## src/sv/config_bitstream_frame_parser_top_assert.svh

```systemverilog
// ----------------------------------------------------------------------------
// Assertion macros for the configuration bitstream frame parser
// Shared forms for same-cycle and next-cycle checks.
// ----------------------------------------------------------------------------
`ifndef CONFIG_BITSTREAM_FRAME_PARSER_TOP_ASSERT_SVH
`define CONFIG_BITSTREAM_FRAME_PARSER_TOP_ASSERT_SVH

// Check a consequence in the same cycle as its cause.
`define CBFP_ASSERT_NOW(label, clk, rst, cause, effect) \
  label: assert property (@(posedge clk) disable iff (rst) (cause) |-> (effect)) \
    else $error("cbfp assertion failed");

// Check a consequence in the cycle after its cause.
`define CBFP_ASSERT_NEXT(label, clk, rst, cause, effect) \
  label: assert property (@(posedge clk) disable iff (rst) (cause) |=> (effect)) \
    else $error("cbfp assertion failed");

`endif

```

## src/sv/cbfp_pkg.sv

```systemverilog
// ----------------------------------------------------------------------------
// cbfp_pkg
// Types and constants shared by the bitstream frame parser modules.
// ----------------------------------------------------------------------------
package cbfp_pkg;

  localparam logic [31:0] SYNC_WORD  = 32'hAA995566;
  localparam logic [31:0] NOOP_WORD  = 32'h20000000;
  localparam logic [31:0] FAR_RESET  = 32'hAABBCCDD;
  localparam logic [31:0] CMD_DESYNC = 32'd13;

  localparam logic [2:0] PKT_TYPE1 = 3'd1;
  localparam logic [2:0] PKT_TYPE2 = 3'd2;
  localparam logic [1:0] OP_WRITE  = 2'd2;

  localparam logic [4:0] REG_CRC  = 5'd0;
  localparam logic [4:0] REG_FAR  = 5'd1;
  localparam logic [4:0] REG_FDRI = 5'd2;
  localparam logic [4:0] REG_CMD  = 5'd4;

  typedef enum logic [2:0] {
    EXP_HEADER    = 3'd0,
    EXP_CRC_DATA  = 3'd1,
    EXP_FAR_DATA  = 3'd2,
    EXP_FDRI_HDR  = 3'd3,
    EXP_FDRI_DATA = 3'd4,
    EXP_CMD_DATA  = 3'd5
  } expect_t;

  typedef enum logic [2:0] {
    ST_RUNNING   = 3'd0,
    ST_DONE      = 3'd1,
    ST_MALFORMED = 3'd2,
    ST_TRUNCATED = 3'd3,
    ST_OVERFLOW  = 3'd4,
    ST_NO_FRAMES = 3'd5
  } status_t;

  typedef struct packed {
    logic [31:0] word;
    logic        last;
  } item_t;

  typedef struct packed {
    logic [31:0] out_word;
    logic        frame_valid;
    logic [31:0] frame_address;
    logic [19:0] frame_offset;
    logic [26:0] frame_length;
    logic [6:0]  frames_found;
    status_t     status;
    logic        final_res;
  } result_t;

endpackage

```

## src/sv/cbfp_in_reg.sv

```systemverilog
// ----------------------------------------------------------------------------
// cbfp_in_reg
// Input register: captures one item and holds it until the parser takes it.
// ----------------------------------------------------------------------------
module cbfp_in_reg (
  input  logic          clk,
  input  logic          rst,
  input  logic          item_valid,
  output logic          item_stall,
  input  cbfp_pkg::item_t item_in,
  input  logic          advance,
  output logic          hold_valid,
  output cbfp_pkg::item_t hold_item
);
  import cbfp_pkg::*;

  logic accept;

  assign item_stall = hold_valid && !advance;
  assign accept     = item_valid && !item_stall;

  always_ff @(posedge clk) begin
    if (rst) begin
      hold_valid <= 1'b0;
    end else if (accept) begin
      hold_valid <= 1'b1;
    end else if (advance) begin
      hold_valid <= 1'b0;
    end
  end

  always_ff @(posedge clk) begin
    if (accept) begin
      hold_item <= item_in;
    end
  end

endmodule

```

## src/sv/cbfp_parser.sv

```systemverilog
// ----------------------------------------------------------------------------
// cbfp_parser
// Packet decoder: parser state and the combinational decode of one word.
// ----------------------------------------------------------------------------
`include "config_bitstream_frame_parser_top_assert.svh"

module cbfp_parser #(
  parameter int MAX_FRAMES = 64,
  parameter int INDEX_BITS = 20
) (
  input  logic              clk,
  input  logic              rst,
  input  logic              advance,
  input  cbfp_pkg::item_t   item,
  output cbfp_pkg::result_t res
);
  import cbfp_pkg::*;

  localparam int FT_W = $clog2(MAX_FRAMES + 1);
  localparam logic [FT_W-1:0] FT_MAX = FT_W'(MAX_FRAMES);

  logic                  in_sync, in_sync_next;
  logic [31:0]           frame_addr, frame_addr_next;
  expect_t               expect_kind, expect_next;
  logic [26:0]           data_left, data_left_next;
  logic [INDEX_BITS-1:0] word_count, word_count_next;
  logic [FT_W-1:0]       frame_total, frame_total_next;
  status_t               error, error_next;

  logic        type1_write;
  logic        type2_hdr;
  logic [4:0]  reg_addr;
  logic [10:0] cnt11;
  logic [26:0] cnt27;
  logic [26:0] data_dec;
  logic        frame_ok;
  logic        crc_noop;

  assign type1_write = (item.word[31:29] == PKT_TYPE1) && (item.word[28:27] == OP_WRITE);
  assign type2_hdr   = (item.word[31:29] == PKT_TYPE2);
  assign reg_addr    = item.word[17:13];
  assign cnt11       = item.word[10:0];
  assign cnt27       = item.word[26:0];
  assign data_dec    = data_left - 27'd1;
  assign word_count_next = word_count + INDEX_BITS'(1);

  assign frame_ok = (error == ST_RUNNING) && (expect_kind == EXP_FDRI_HDR) && type2_hdr
                    && !(item.last && (cnt27 != '0)) && (frame_total < FT_MAX);
  assign crc_noop = (error == ST_RUNNING)
                    && ((expect_kind == EXP_CRC_DATA)
                        || ((expect_kind == EXP_HEADER) && in_sync && type1_write
                            && (reg_addr == REG_CRC)));

  always_comb begin
    in_sync_next     = in_sync;
    frame_addr_next  = frame_addr;
    expect_next      = expect_kind;
    data_left_next   = data_left;
    frame_total_next = frame_total;
    error_next       = error;
    if (error == ST_RUNNING) begin
      case (expect_kind)
        EXP_CRC_DATA: begin
          expect_next = EXP_HEADER;
        end
        EXP_FAR_DATA: begin
          frame_addr_next = item.word;
          expect_next     = EXP_HEADER;
        end
        EXP_FDRI_HDR: begin
          expect_next = EXP_HEADER;
          if (!type2_hdr) begin
            error_next = ST_MALFORMED;
          end else if (item.last && (cnt27 != '0)) begin
            error_next = ST_TRUNCATED;
          end else if (frame_total >= FT_MAX) begin
            error_next = ST_OVERFLOW;
          end else begin
            frame_total_next = frame_total + FT_W'(1);
            data_left_next   = cnt27;
            expect_next      = (cnt27 != '0) ? EXP_FDRI_DATA : EXP_HEADER;
          end
        end
        EXP_FDRI_DATA: begin
          data_left_next = data_dec;
          if (data_dec == '0) begin
            expect_next = EXP_HEADER;
          end
        end
        EXP_CMD_DATA: begin
          if (item.word == CMD_DESYNC) begin
            in_sync_next = 1'b0;
          end
          expect_next = EXP_HEADER;
        end
        default: begin
          expect_next = EXP_HEADER;
          if (!in_sync) begin
            if (item.word == SYNC_WORD) begin
              in_sync_next = 1'b1;
            end
          end else if (type1_write) begin
            case (reg_addr)
              REG_CRC: begin
                if (cnt11 != 11'd1) error_next = ST_MALFORMED;
                else expect_next = EXP_CRC_DATA;
              end
              REG_FAR: begin
                if (cnt11 != 11'd1) error_next = ST_MALFORMED;
                else expect_next = EXP_FAR_DATA;
              end
              REG_FDRI: begin
                if (cnt11 != 11'd0) error_next = ST_MALFORMED;
                else expect_next = EXP_FDRI_HDR;
              end
              REG_CMD: begin
                if (cnt11 != 11'd1) error_next = ST_MALFORMED;
                else expect_next = EXP_CMD_DATA;
              end
              default: begin
              end
            endcase
          end
        end
      endcase
      if ((error_next == ST_RUNNING) && item.last) begin
        if (expect_next != EXP_HEADER) begin
          error_next = ST_TRUNCATED;
        end else if (frame_total_next == '0) begin
          error_next = ST_NO_FRAMES;
        end
      end
    end
  end

  always_comb begin
    res.out_word      = crc_noop ? NOOP_WORD : item.word;
    res.frame_valid   = frame_ok;
    res.frame_address = frame_ok ? frame_addr : 32'd0;
    res.frame_offset  = frame_ok ? 20'(word_count_next) : 20'd0;
    res.frame_length  = frame_ok ? cnt27 : 27'd0;
    res.frames_found  = 7'(frame_total_next);
    res.final_res     = item.last;
    if (error_next != ST_RUNNING) begin
      res.status = error_next;
    end else begin
      res.status = item.last ? ST_DONE : ST_RUNNING;
    end
  end

  always_ff @(posedge clk) begin
    if (rst) begin
      in_sync     <= 1'b0;
      frame_addr  <= FAR_RESET;
      expect_kind <= EXP_HEADER;
      data_left   <= '0;
      word_count  <= '0;
      frame_total <= '0;
      error       <= ST_RUNNING;
    end else if (advance) begin
      in_sync     <= in_sync_next;
      frame_addr  <= frame_addr_next;
      expect_kind <= expect_next;
      data_left   <= data_left_next;
      word_count  <= word_count_next;
      frame_total <= frame_total_next;
      error       <= error_next;
    end
  end

  `CBFP_ASSERT_NEXT(a_error_sticky, clk, rst, error != ST_RUNNING, error == $past(error))
  `CBFP_ASSERT_NEXT(a_sync_frozen, clk, rst, error != ST_RUNNING, $stable(in_sync))
  `CBFP_ASSERT_NOW(a_frame_bound, clk, rst, 1'b1, frame_total <= FT_MAX)
  `CBFP_ASSERT_NOW(a_frame_no_error, clk, rst, advance && res.frame_valid,
                   res.status == ST_RUNNING || res.status == ST_DONE)

endmodule

```

## src/sv/cbfp_out_reg.sv

```systemverilog
// ----------------------------------------------------------------------------
// cbfp_out_reg
// Result register: holds one result item until downstream takes it.
// ----------------------------------------------------------------------------
module cbfp_out_reg (
  input  logic              clk,
  input  logic              rst,
  input  logic              load_valid,
  output logic              ready,
  input  cbfp_pkg::result_t res_in,
  output logic              res_valid,
  input  logic              res_stall,
  output cbfp_pkg::result_t res_out
);
  import cbfp_pkg::*;

  logic load;

  assign ready = !res_valid || !res_stall;
  assign load  = load_valid && ready;

  always_ff @(posedge clk) begin
    if (rst) begin
      res_valid <= 1'b0;
    end else if (ready) begin
      res_valid <= load_valid;
    end
  end

  always_ff @(posedge clk) begin
    if (load) begin
      res_out <= res_in;
    end
  end

endmodule

```

## src/sv/config_bitstream_frame_parser_top.sv

```systemverilog
// ----------------------------------------------------------------------------
// config_bitstream_frame_parser_top
// Parses a configuration bitstream one 32-bit word per item: hunts for sync,
// decodes type-1 writes, replaces CRC writes with NOOP, reports each frame
// data block with its address, offset and length, and keeps a sticky error
// status. Throughput is one item per cycle while res_stall is low; an input
// passes the input register and then the result register. The rate is set
// by the combinational decode between the input register and the result
// register, which also updates the parser state for every word.
// ----------------------------------------------------------------------------
module config_bitstream_frame_parser_top #(
  parameter int MAX_FRAMES = 64,
  parameter int INDEX_BITS = 20
) (
  input  logic        clk,
  input  logic        rst,
  input  logic        item_valid,
  output logic        item_stall,
  input  logic [31:0] word,
  input  logic        last,
  output logic        res_valid,
  input  logic        res_stall,
  output logic [31:0] out_word,
  output logic        frame_valid,
  output logic [31:0] frame_address,
  output logic [19:0] frame_offset,
  output logic [26:0] frame_length,
  output logic [6:0]  frames_found,
  output logic [2:0]  status,
  output logic        final_res
);
  import cbfp_pkg::*;

  item_t   item_in;
  item_t   hold_item;
  logic    hold_valid;
  logic    out_ready;
  logic    advance;
  result_t res_next;
  result_t res_out;

  assign item_in.word = word;
  assign item_in.last = last;
  assign advance      = hold_valid && out_ready;

  cbfp_in_reg u_in_reg (
    .clk        (clk),
    .rst        (rst),
    .item_valid (item_valid),
    .item_stall (item_stall),
    .item_in    (item_in),
    .advance    (advance),
    .hold_valid (hold_valid),
    .hold_item  (hold_item)
  );

  cbfp_parser #(
    .MAX_FRAMES (MAX_FRAMES),
    .INDEX_BITS (INDEX_BITS)
  ) u_parser (
    .clk     (clk),
    .rst     (rst),
    .advance (advance),
    .item    (hold_item),
    .res     (res_next)
  );

  cbfp_out_reg u_out_reg (
    .clk        (clk),
    .rst        (rst),
    .load_valid (hold_valid),
    .ready      (out_ready),
    .res_in     (res_next),
    .res_valid  (res_valid),
    .res_stall  (res_stall),
    .res_out    (res_out)
  );

  assign out_word      = res_out.out_word;
  assign frame_valid   = res_out.frame_valid;
  assign frame_address = res_out.frame_address;
  assign frame_offset  = res_out.frame_offset;
  assign frame_length  = res_out.frame_length;
  assign frames_found  = res_out.frames_found;
  assign status        = res_out.status;
  assign final_res     = res_out.final_res;

endmodule
```

## config.mk

```make
export PLATFORM = sky130hd
export DESIGN_NAME = config_bitstream_frame_parser_top
export DESIGN_NICKNAME = d
export VERILOG_FILES = /design/src/sv/cbfp_pkg.sv /design/src/sv/cbfp_in_reg.sv /design/src/sv/cbfp_parser.sv /design/src/sv/cbfp_out_reg.sv /design/src/sv/config_bitstream_frame_parser_top.sv
export VERILOG_INCLUDE_DIRS = /design/src /design/src/sv
export SDC_FILE = /design/constraint.sdc
export NUM_CORES = 1
export LEC_CHECK = 0
export CELL_PAD_IN_SITES_DETAIL_PLACEMENT = 0
export CELL_PAD_IN_SITES_GLOBAL_PLACEMENT = 2
export CORE_MARGIN = 8
export CORE_UTILIZATION = 30
export CTS_CLUSTER_DIAMETER = 30
export DETAILED_ROUTE_END_ITERATION = 8
export DONT_BUFFER_PORTS = 1
export PLACE_DENSITY = 0.67
export SLEW_MARGIN = 20
export SYNTH_ARGS = -nofsm -noshare
export SYNTH_HDL_FRONTEND = slang
export SYNTH_HIERARCHICAL = 1
export SYNTH_SLANG_ARGS = --single-unit
```

## constraint.sdc

```tcl
create_clock -name clk -period 5.6 [get_ports clk]
set_input_delay 1.12 -clock clk [delete_from_list [all_inputs] [get_ports clk]]
set_output_delay 1.12 -clock clk [all_outputs]
set_load 0.01 [all_outputs]
```

==> results.rst, run 1 <==
.. list-table::
   :header-rows: 1

   * - Metric
     - Value
   * - Detailed-router iteration count before antenna repair
     - 4
   * - First-pass GRT wire length
     - 49800 um
   * - Share of synthesized area spent on multiplexers
     - 0.360%
   * - Status
     - finished, final reports clean
   * - Clk buf depth
     - 3
   * - Number of enable-type register cells in the synthesized netlist
     - 156
   * - Area share of the largest cell type after synthesis
     - 42.1%
   * - Most frequent cell after synthesis
     - sky130_fd_sc_hd__edfxtp_1
   * - Syn_area_per_cell
     - 10.6 um2
   * - Worst reg2reg path depth
     - 10
   * - Filler Cell Count
     - 3626
   * - Setup fix buffers added after clock tree synthesis
     - 0
   * - Number of global-route vias before repair
     - 7725
   * - Setup total negative slack
     - 0 ns
   * - Number of distinct standard cells referenced by the synthesized netlist
     - 77
   * - Post-detailed-routing wire length
     - 32800 um
   * - Simple-gate portion of the synthesized area
     - 23.8%
   * - Critical hold path startpoint
     - u_parser/frame_addr[1]
   * - Worst-Margin Slew
     - 0.859 ns
   * - Area growth, synth to finish
     - 22.5%
   * - Worst Skew
     - 0.0224 ns
   * - Number of buffers added by the clock tree synthesis step
     - 59
   * - FF-to-FF End
     - u_parser/frame_total[0]
   * - Synth top area cells
     - sky130_fd_sc_hd__edfxtp_1, sky130_fd_sc_hd__dfxtp_1, sky130_fd_sc_hd__nand2_1, sky130_fd_sc_hd__nor2_1, sky130_fd_sc_hd__and3_1
   * - Count of input and output buffers
     - 0
   * - Main synth FF type
     - sky130_fd_sc_hd__edfxtp_1
   * - Antenna violations before repair
     - 6
   * - Average vias per placed instance
     - 4.99
   * - Slack of the worst reg-to-reg path
     - 1.94 ns
   * - Synth area leader
     - sky130_fd_sc_hd__edfxtp_1
   * - Count of cells along the worst hold path
     - 2
   * - Cell area power density
     - 445 mW/mm2
   * - Synthesized flop and latch total
     - 251
   * - Arrival time at the worst endpoint
     - 4.13 ns
   * - Dominant combinational cell family by area after synthesis
     - simple AND/OR/NAND/NOR gates
   * - Largest fanout on the critical path
     - 22
   * - Type of element launching the critical path
     - flop
   * - Fraction of synthesized cell area in xor and xnor cells
     - 4.33%
   * - Total vias in the final route
     - 7832
   * - Compound-Gate Fraction of Synth Area
     - 8.63%
   * - Leakage power summed over all cells
     - 4.96 nW
   * - Minimum clock period
     - 3.66 ns
   * - Post-DP HPWL
     - 21100 um
   * - Summed instance area of the synthesized netlist
     - 0.0111 mm2
   * - Post-Place Cells
     - 1461
   * - Number of non-filler instances in the completed layout
     - 1571
   * - Number of cell rows
     - 70
   * - Max IR drop VDD
     - 0.267 mV
   * - GRT Resource Usage Total
     - 14.7%
   * - Clock tree from TritonCTS
     - yes
   * - Fmax
     - 0.273 GHz
   * - Unrepaired setup endpoints after global routing
     - no
   * - Final hold violations
     - 0
   * - Pwr Total
     - 6.06 mW
   * - Count of synthesis-stage warnings from yosys
     - 6
   * - Top cells by count, synth
     - sky130_fd_sc_hd__edfxtp_1, sky130_fd_sc_hd__nand2_1, sky130_fd_sc_hd__nor2_1
   * - Later-pin clock latency in the skew report
     - 0.58 ns
   * - PostCTS Resize Cnt
     - 0
   * - Proportion of synthesized flip-flops having asynchronous set or reset
     - 0%
   * - Required time of the critical path
     - 6.07 ns
   * - Portion of the clock cycle consumed by the worst path in the final layout
     - 65.4%
   * - Width of the chip
     - 209 um
   * - Worst hold margin
     - 0.450 ns
   * - Mapped Cells
     - 1053
   * - Clock-pin slew of the registers on the worst-case setup and hold paths
     - 0.04 ns
   * - H-tree depth
     - 2
   * - Starting utilization of the core area
     - 30.4%
   * - Count of nets left with antenna violations after detail routing
     - 0
   * - Max-slew violations
     - 0
   * - Critical path class
     - reg -> reg
   * - Fraction of layout instances using a drive strength above 1
     - 13.5%
   * - Hold-fix buffer count after cts
     - 0
   * - Number of nets in the synthesized netlist
     - 1095
   * - Boundary pin count
     - 162
   * - Share of synthesized cell area in full adder, half adder and majority cells
     - 0.652%
   * - Sequential-to-total area share from yosys stat
     - 59.2%
   * - Total of max-cap violations
     - 0
   * - Drc violations
     - 0
   * - Placeable core region
     - 0.0366 mm2
   * - Endpoint, Worst Hold
     - u_parser/frame_addr[1]
   * - Pin count of the biggest net entering global routing
     - 96
   * - Floorplan die height
     - 209 um
   * - Root Buffer Master
     - sky130_fd_sc_hd__clkbuf_16
   * - Number of clock sinks seen by CTS
     - 251
   * - Avg WL per Cell
     - 20.9 um
   * - Critical R2R Launch
     - u_in_reg/hold_item[15]
   * - Hold/Removal Path Class
     - reg -> reg
   * - Die Outline Area
     - 0.0435 mm2
   * - Routability congestion estimate from global placement
     - 0.771
   * - Initial detailed-routing violation count
     - 503
   * - Slew headroom
     - 42.6%
   * - Critical path endpoint category
     - flop
   * - Final number of setup-violating endpoints
     - 0
   * - Number of nets in the layout
     - 1097
   * - Remaining global-route overflow
     - 0
-- critical path: stages (launching register included) --
cell                       delay (ns)
sky130_fd_sc_hd__edfxtp_1        0.61
sky130_fd_sc_hd__nor4_1          0.40
sky130_fd_sc_hd__nand4_1         0.12
sky130_fd_sc_hd__or4_1           0.61
sky130_fd_sc_hd__o21ai_2         0.30
sky130_fd_sc_hd__and2_2          0.26
sky130_fd_sc_hd__nand2_1         0.52
sky130_fd_sc_hd__inv_1           0.38
sky130_fd_sc_hd__nand2_1         0.12
sky130_fd_sc_hd__xnor2_1         0.15
sky130_fd_sc_hd__nor2_1          0.05
-- metrics by stage --
step	area, um2	setup WS [ns]	utilization [%]
3_3_place_gp	11500	1.95	31.5
2_1_floorplan	11100	1.09	-
6_report	13600	1.94	37.2
5_1_grt	13600	1.62	37.2
4_1_cts	13600	1.82	37.2
3_5_place_dp	11500	1.86	31.5
-- registers in the layout (all words and copies together) (netlist names) --
register              cells
u_parser/error            3
u_parser/in_sync          1
u_parser/word_count      20
u_in_reg/hold_valid       1
u_parser/expect_kind      3
u_parser/data_left       27
u_out_reg/res_out       123
u_in_reg/hold_item       33
u_parser/frame_total      7
u_out_reg/res_valid       1
u_parser/frame_addr      32
-- worst max-delay path by stage --
stage,startpoint,to,slack (ns),cells after the start
after floorplan,res_stall,u_out_reg/res_out[0],1.09,2
after global placement,u_in_reg/hold_item[15],u_parser/frame_total[0],1.95,10
after detailed placement,u_in_reg/hold_item[15],u_parser/data_left[25],1.86,8
after CTS,u_in_reg/hold_item[15],u_parser/data_left[3],1.82,9
after global routing,u_in_reg/hold_item[15],u_parser/frame_total[0],1.62,10
final,u_in_reg/hold_item[15],u_parser/frame_total[0],1.94,10
-- cells by family after synthesis --
group | after synthesis
compound gates | 150
xor+xnor | 55
fa+ha+maj | 6
buf+inv | 82
flops | 251
mux | 4
simple gates | 505
-- cells in the final DEF, fill, tap and decap left out, types with 6 or more instances in the layout --
| cell type | synthesis | routed |
|---|---|---|
| sky130_fd_sc_hd__buf_4 | 3 | 12 |
| sky130_fd_sc_hd__clkinv_2 | 0 | 10 |
| sky130_fd_sc_hd__dfxtp_1 | 95 | 95 |
| sky130_fd_sc_hd__a22oi_1 | 12 | 12 |
| sky130_fd_sc_hd__or2_2 | 7 | 7 |
| sky130_fd_sc_hd__nor3_1 | 24 | 24 |
| sky130_fd_sc_hd__nand3b_1 | 24 | 24 |
| sky130_fd_sc_hd__inv_1 | 10 | 10 |
| sky130_fd_sc_hd__nor2_1 | 115 | 114 |
| sky130_fd_sc_hd__nand3_1 | 16 | 16 |
| sky130_fd_sc_hd__clkinvlp_4 | 0 | 9 |
| sky130_fd_sc_hd__and2_1 | 8 | 6 |
| sky130_fd_sc_hd__a211oi_1 | 11 | 11 |
| sky130_fd_sc_hd__nand4_1 | 15 | 15 |
| sky130_fd_sc_hd__edfxtp_1 | 156 | 156 |
| sky130_fd_sc_hd__nor2b_1 | 33 | 32 |
| sky130_fd_sc_hd__o31ai_1 | 6 | 6 |
| sky130_fd_sc_hd__nor4_1 | 15 | 14 |
| sky130_fd_sc_hd__bufinv_16 | 0 | 10 |
| sky130_fd_sc_hd__or3_1 | 9 | 9 |
| sky130_fd_sc_hd__nand2_1 | 133 | 132 |
| sky130_fd_sc_hd__a21oi_1 | 50 | 49 |
| sky130_fd_sc_hd__clkbuf_16 | 0 | 61 |
| sky130_fd_sc_hd__o21ai_0 | 35 | 34 |
| sky130_fd_sc_hd__xnor2_1 | 29 | 29 |
| sky130_fd_sc_hd__and3_1 | 67 | 67 |
| sky130_fd_sc_hd__xor2_1 | 26 | 26 |
-- report_power, final --
group          switching (mW)  leakage [nW]  internal, mW  total (mW)
sequential              0.120          2.21          2.07        2.19
combinational           0.240          1.76         0.120       0.361
clock                    1.08         0.987          2.44        3.52
total                    1.44          4.96          4.63        6.06
-- area by class of cell --
cell class / count / area, um2 / share of cell area, %
Clock buffer: 66 / 1560 / 11.4
Multi-Input combinational cell: 720 / 4250 / 31.2
Antenna cell: 1 / 2.50 / 0.0184
Clock inverter: 42 / 507 / 3.72
Tap cell: 468 / 586 / 4.30
Sequential cell: 251 / 6590 / 48.3
Inverter: 10 / 37.5 / 0.276
Timing Repair Buffer: 13 / 105 / 0.771
-- metal layers --
metal	vias up	wire (um)	GRT usage [%]
li1	3813	-	-
met1	3739	15200	19.2
met2	218	14900	22.8
met3	54	2010	4.71
met4	8	623	4.74
met5	-	57	0
Note: power is estimated with default switching activity, not from simulation.
==> run 2: changes to the inputs <==
clock period = 3.5 ns   (was 5.6 ns; I/O delays follow)
==> run 2 against run 1 <==
Effect of this change:
- via count is 3.0% higher
- global-route usage increased by 0.48 points
- count of clock-buffer cells in the layout up 9
- fmax grew 13%
- non-clock buffer count increased by 32
- sequential power up 58%
- final cell count up 2.7%
- first-iteration DRC count down 9.5%
- highest routed layer unchanged
- core utilization increased by 1.1 points
- combinational power rose by 87%
==> results.rst, run 2 (same netlist as run 1, synthesis figures left out) <==
.. list-table::
   :header-rows: 1

   * - Metric
     - Value
   * - Hold/Removal Path Class
     - in -> reg
   * - First-pass GRT wire length
     - 50900 um
   * - Total of max-cap violations
     - 0
   * - Critical path endpoint category
     - flop
   * - Most common cell after layout, fill and taps aside
     - sky130_fd_sc_hd__edfxtp_1
   * - Minimum clock period
     - 3.24 ns
   * - Most frequent cells in the layout
     - sky130_fd_sc_hd__edfxtp_1, sky130_fd_sc_hd__nand2_1, sky130_fd_sc_hd__nor2_1
   * - Slew headroom
     - 46.1%
   * - Final Worst Setup Slack
     - 0.255 ns
   * - Clock tree from TritonCTS
     - yes
   * - Number of buffers added by the clock tree synthesis step
     - 66
   * - Number of cell rows
     - 70
   * - Average vias per placed instance
     - 5.00
   * - Worst Skew
     - 0.0198 ns
   * - GRT Resource Usage Total
     - 15.2%
   * - Hold-fix buffer count after cts
     - 0
   * - Portion of the clock cycle consumed by the worst path in the final layout
     - 92.7%
   * - Clk buf depth
     - 3
   * - Status
     - finished, final reports clean
   * - Max FFs per register
     - 123
   * - Die Outline Area
     - 0.0435 mm2
   * - Setup fix buffers added after clock tree synthesis
     - 0
   * - Worst reg2reg path depth
     - 9
   * - Drc violations
     - 0
   * - Post-detailed-routing wire length
     - 33800 um
   * - Register name with the most flops
     - u_out_reg/res_out
   * - Pin count of the biggest net entering global routing
     - 96
   * - Required time of the critical path
     - 3.89 ns
   * - Cell area power density
     - 710 mW/mm2
   * - Post-DP HPWL
     - 22400 um
   * - Setup total negative slack
     - 0 ns
   * - Later-pin clock latency in the skew report
     - 0.55 ns
   * - Post-route cell area
     - 0.0140 mm2
   * - Slack of the worst reg-to-reg path
     - 0.26 ns
   * - Avg WL per Cell
     - 21.0 um
   * - Width of the chip
     - 209 um
   * - Area growth, synth to finish
     - 26.1%
   * - Critical path class
     - reg -> reg
   * - Total vias in the final route
     - 8068
   * - Max IR drop VDD
     - 0.331 mV
   * - Routability congestion estimate from global placement
     - 0.787
   * - Arrival time at the worst endpoint
     - 3.63 ns
   * - FF-to-FF End
     - u_out_reg/res_out[1]
   * - PostCTS Resize Cnt
     - 0
   * - Number of nets in the layout
     - 1136
   * - Clock-pin slew of the registers on the worst-case setup and hold paths
     - 0.04 ns
   * - Final hold violations
     - 0
   * - Critical R2R Launch
     - u_in_reg/hold_item[6]
   * - Placeable core region
     - 0.0366 mm2
   * - Max-slew violations
     - 0
   * - Cell area reported after detailed placement
     - 0.0118 mm2
   * - Count of nets left with antenna violations after detail routing
     - 0
   * - Number of global-route vias before repair
     - 7968
   * - Critical hold path startpoint
     - word[28]
   * - Final number of setup-violating endpoints
     - 0
   * - Starting utilization of the core area
     - 30.4%
   * - Count of input and output buffers
     - 0
   * - Count of cells along the worst hold path
     - 0
   * - Fraction of layout instances using a drive strength above 1
     - 15.9%
   * - Remaining global-route overflow
     - 0
   * - Worst setup slack before clock tree synthesis
     - 0.243 ns
   * - Leakage power summed over all cells
     - 5.16 nW
   * - Unrepaired setup endpoints after global routing
     - no
   * - Detailed-router iteration count before antenna repair
     - 5
   * - Largest fanout on the critical path
     - 7
   * - Number of clock sinks seen by CTS
     - 251
   * - Root Buffer Master
     - sky130_fd_sc_hd__clkbuf_16
   * - Initial detailed-routing violation count
     - 455
   * - Boundary pin count
     - 162
   * - Endpoint, Worst Hold
     - u_in_reg/hold_item[29]
   * - Floorplan die height
     - 209 um
   * - Antenna violations before repair
     - 7
   * - Fmax
     - 0.308 GHz
   * - Leading registers by flop count
     - u_out_reg/res_out (123), u_in_reg/hold_item (33), u_parser/frame_addr (32)
   * - Filler Cell Count
     - 3608
   * - H-tree depth
     - 3
   * - Worst-Margin Slew
     - 0.808 ns
   * - Type of element launching the critical path
     - flop
## run 2: cell type report
type                            count  area, um2  area share, %
Sequential cell                   251       6590           46.9
Timing Repair Buffer               45        400           2.85
Multi-Input combinational cell    720       4240           30.2
Clock buffer                       75       1730           12.3
Clock inverter                     43        452           3.22
Inverter                           10       37.5          0.268
Tap cell                          468        586           4.17
Antenna cell                        2       5.00         0.0357
## run 2: critical path, stage by stage (launching register included)
cell	delay [ns]
sky130_fd_sc_hd__edfxtp_1	0.47
sky130_fd_sc_hd__nor3_1	0.34
sky130_fd_sc_hd__nand4_1	0.12
sky130_fd_sc_hd__or4_1	0.61
sky130_fd_sc_hd__o21ai_2	0.29
sky130_fd_sc_hd__a21o_1	0.20
sky130_fd_sc_hd__or4bb_1	0.50
sky130_fd_sc_hd__a41o_1	0.23
sky130_fd_sc_hd__and2_1	0.17
sky130_fd_sc_hd__o221ai_2	0.15
## run 2: where the power goes
part           internal [mW]  leakage, nW  total, mW  switching (mW)
Clock                   4.04         1.02       5.83            1.79
Sequential              3.31         2.21       3.46           0.150
Combinational          0.239         1.93      0.675           0.436
Total                   7.58         5.16       9.96            2.38
## run 2: metal layers
layer  vias to the layer above  part of all wire [%]  GRT usage [%]  wire (um)
met2                       222                    46           23.7      15500
met3                        57                   6.1           4.65       2050
met1                      3908                    46           19.7      15500
met4                         4                   2.1           5.39        709
met5                         -                 0.080              0         27
li1                       3877                     -              -          -
## run 2: worst max path at each step
stage / cells after the start / end / slack [ns] / start
floorplan: 4 / u_in_reg/hold_item[0] / 0.58 / res_stall
global placement: 9 / u_out_reg/res_out[1] / 0.29 / u_parser/data_left[0]
detailed placement: 9 / u_out_reg/res_out[1] / 0.24 / u_parser/data_left[0]
CTS: 9 / u_out_reg/res_out[1] / 0.24 / u_parser/data_left[0]
global route: 10 / u_out_reg/res_out[1] / 0.001 / u_in_reg/hold_item[13]
finish: 9 / u_out_reg/res_out[1] / 0.26 / u_in_reg/hold_item[6]
## run 2: per-stage QoR
stage               instances  power, mW  hold slack, ns  utilization [%]
global placement         1494       4.19           0.437             32.4
floorplan                1053       3.93           0.429                -
detailed placement       1494       4.19           0.441             32.4
finish                   1614       9.96           0.239             38.3
global route             1613       10.3           0.204             38.3
CTS                      1612       10.1           0.206             38.3
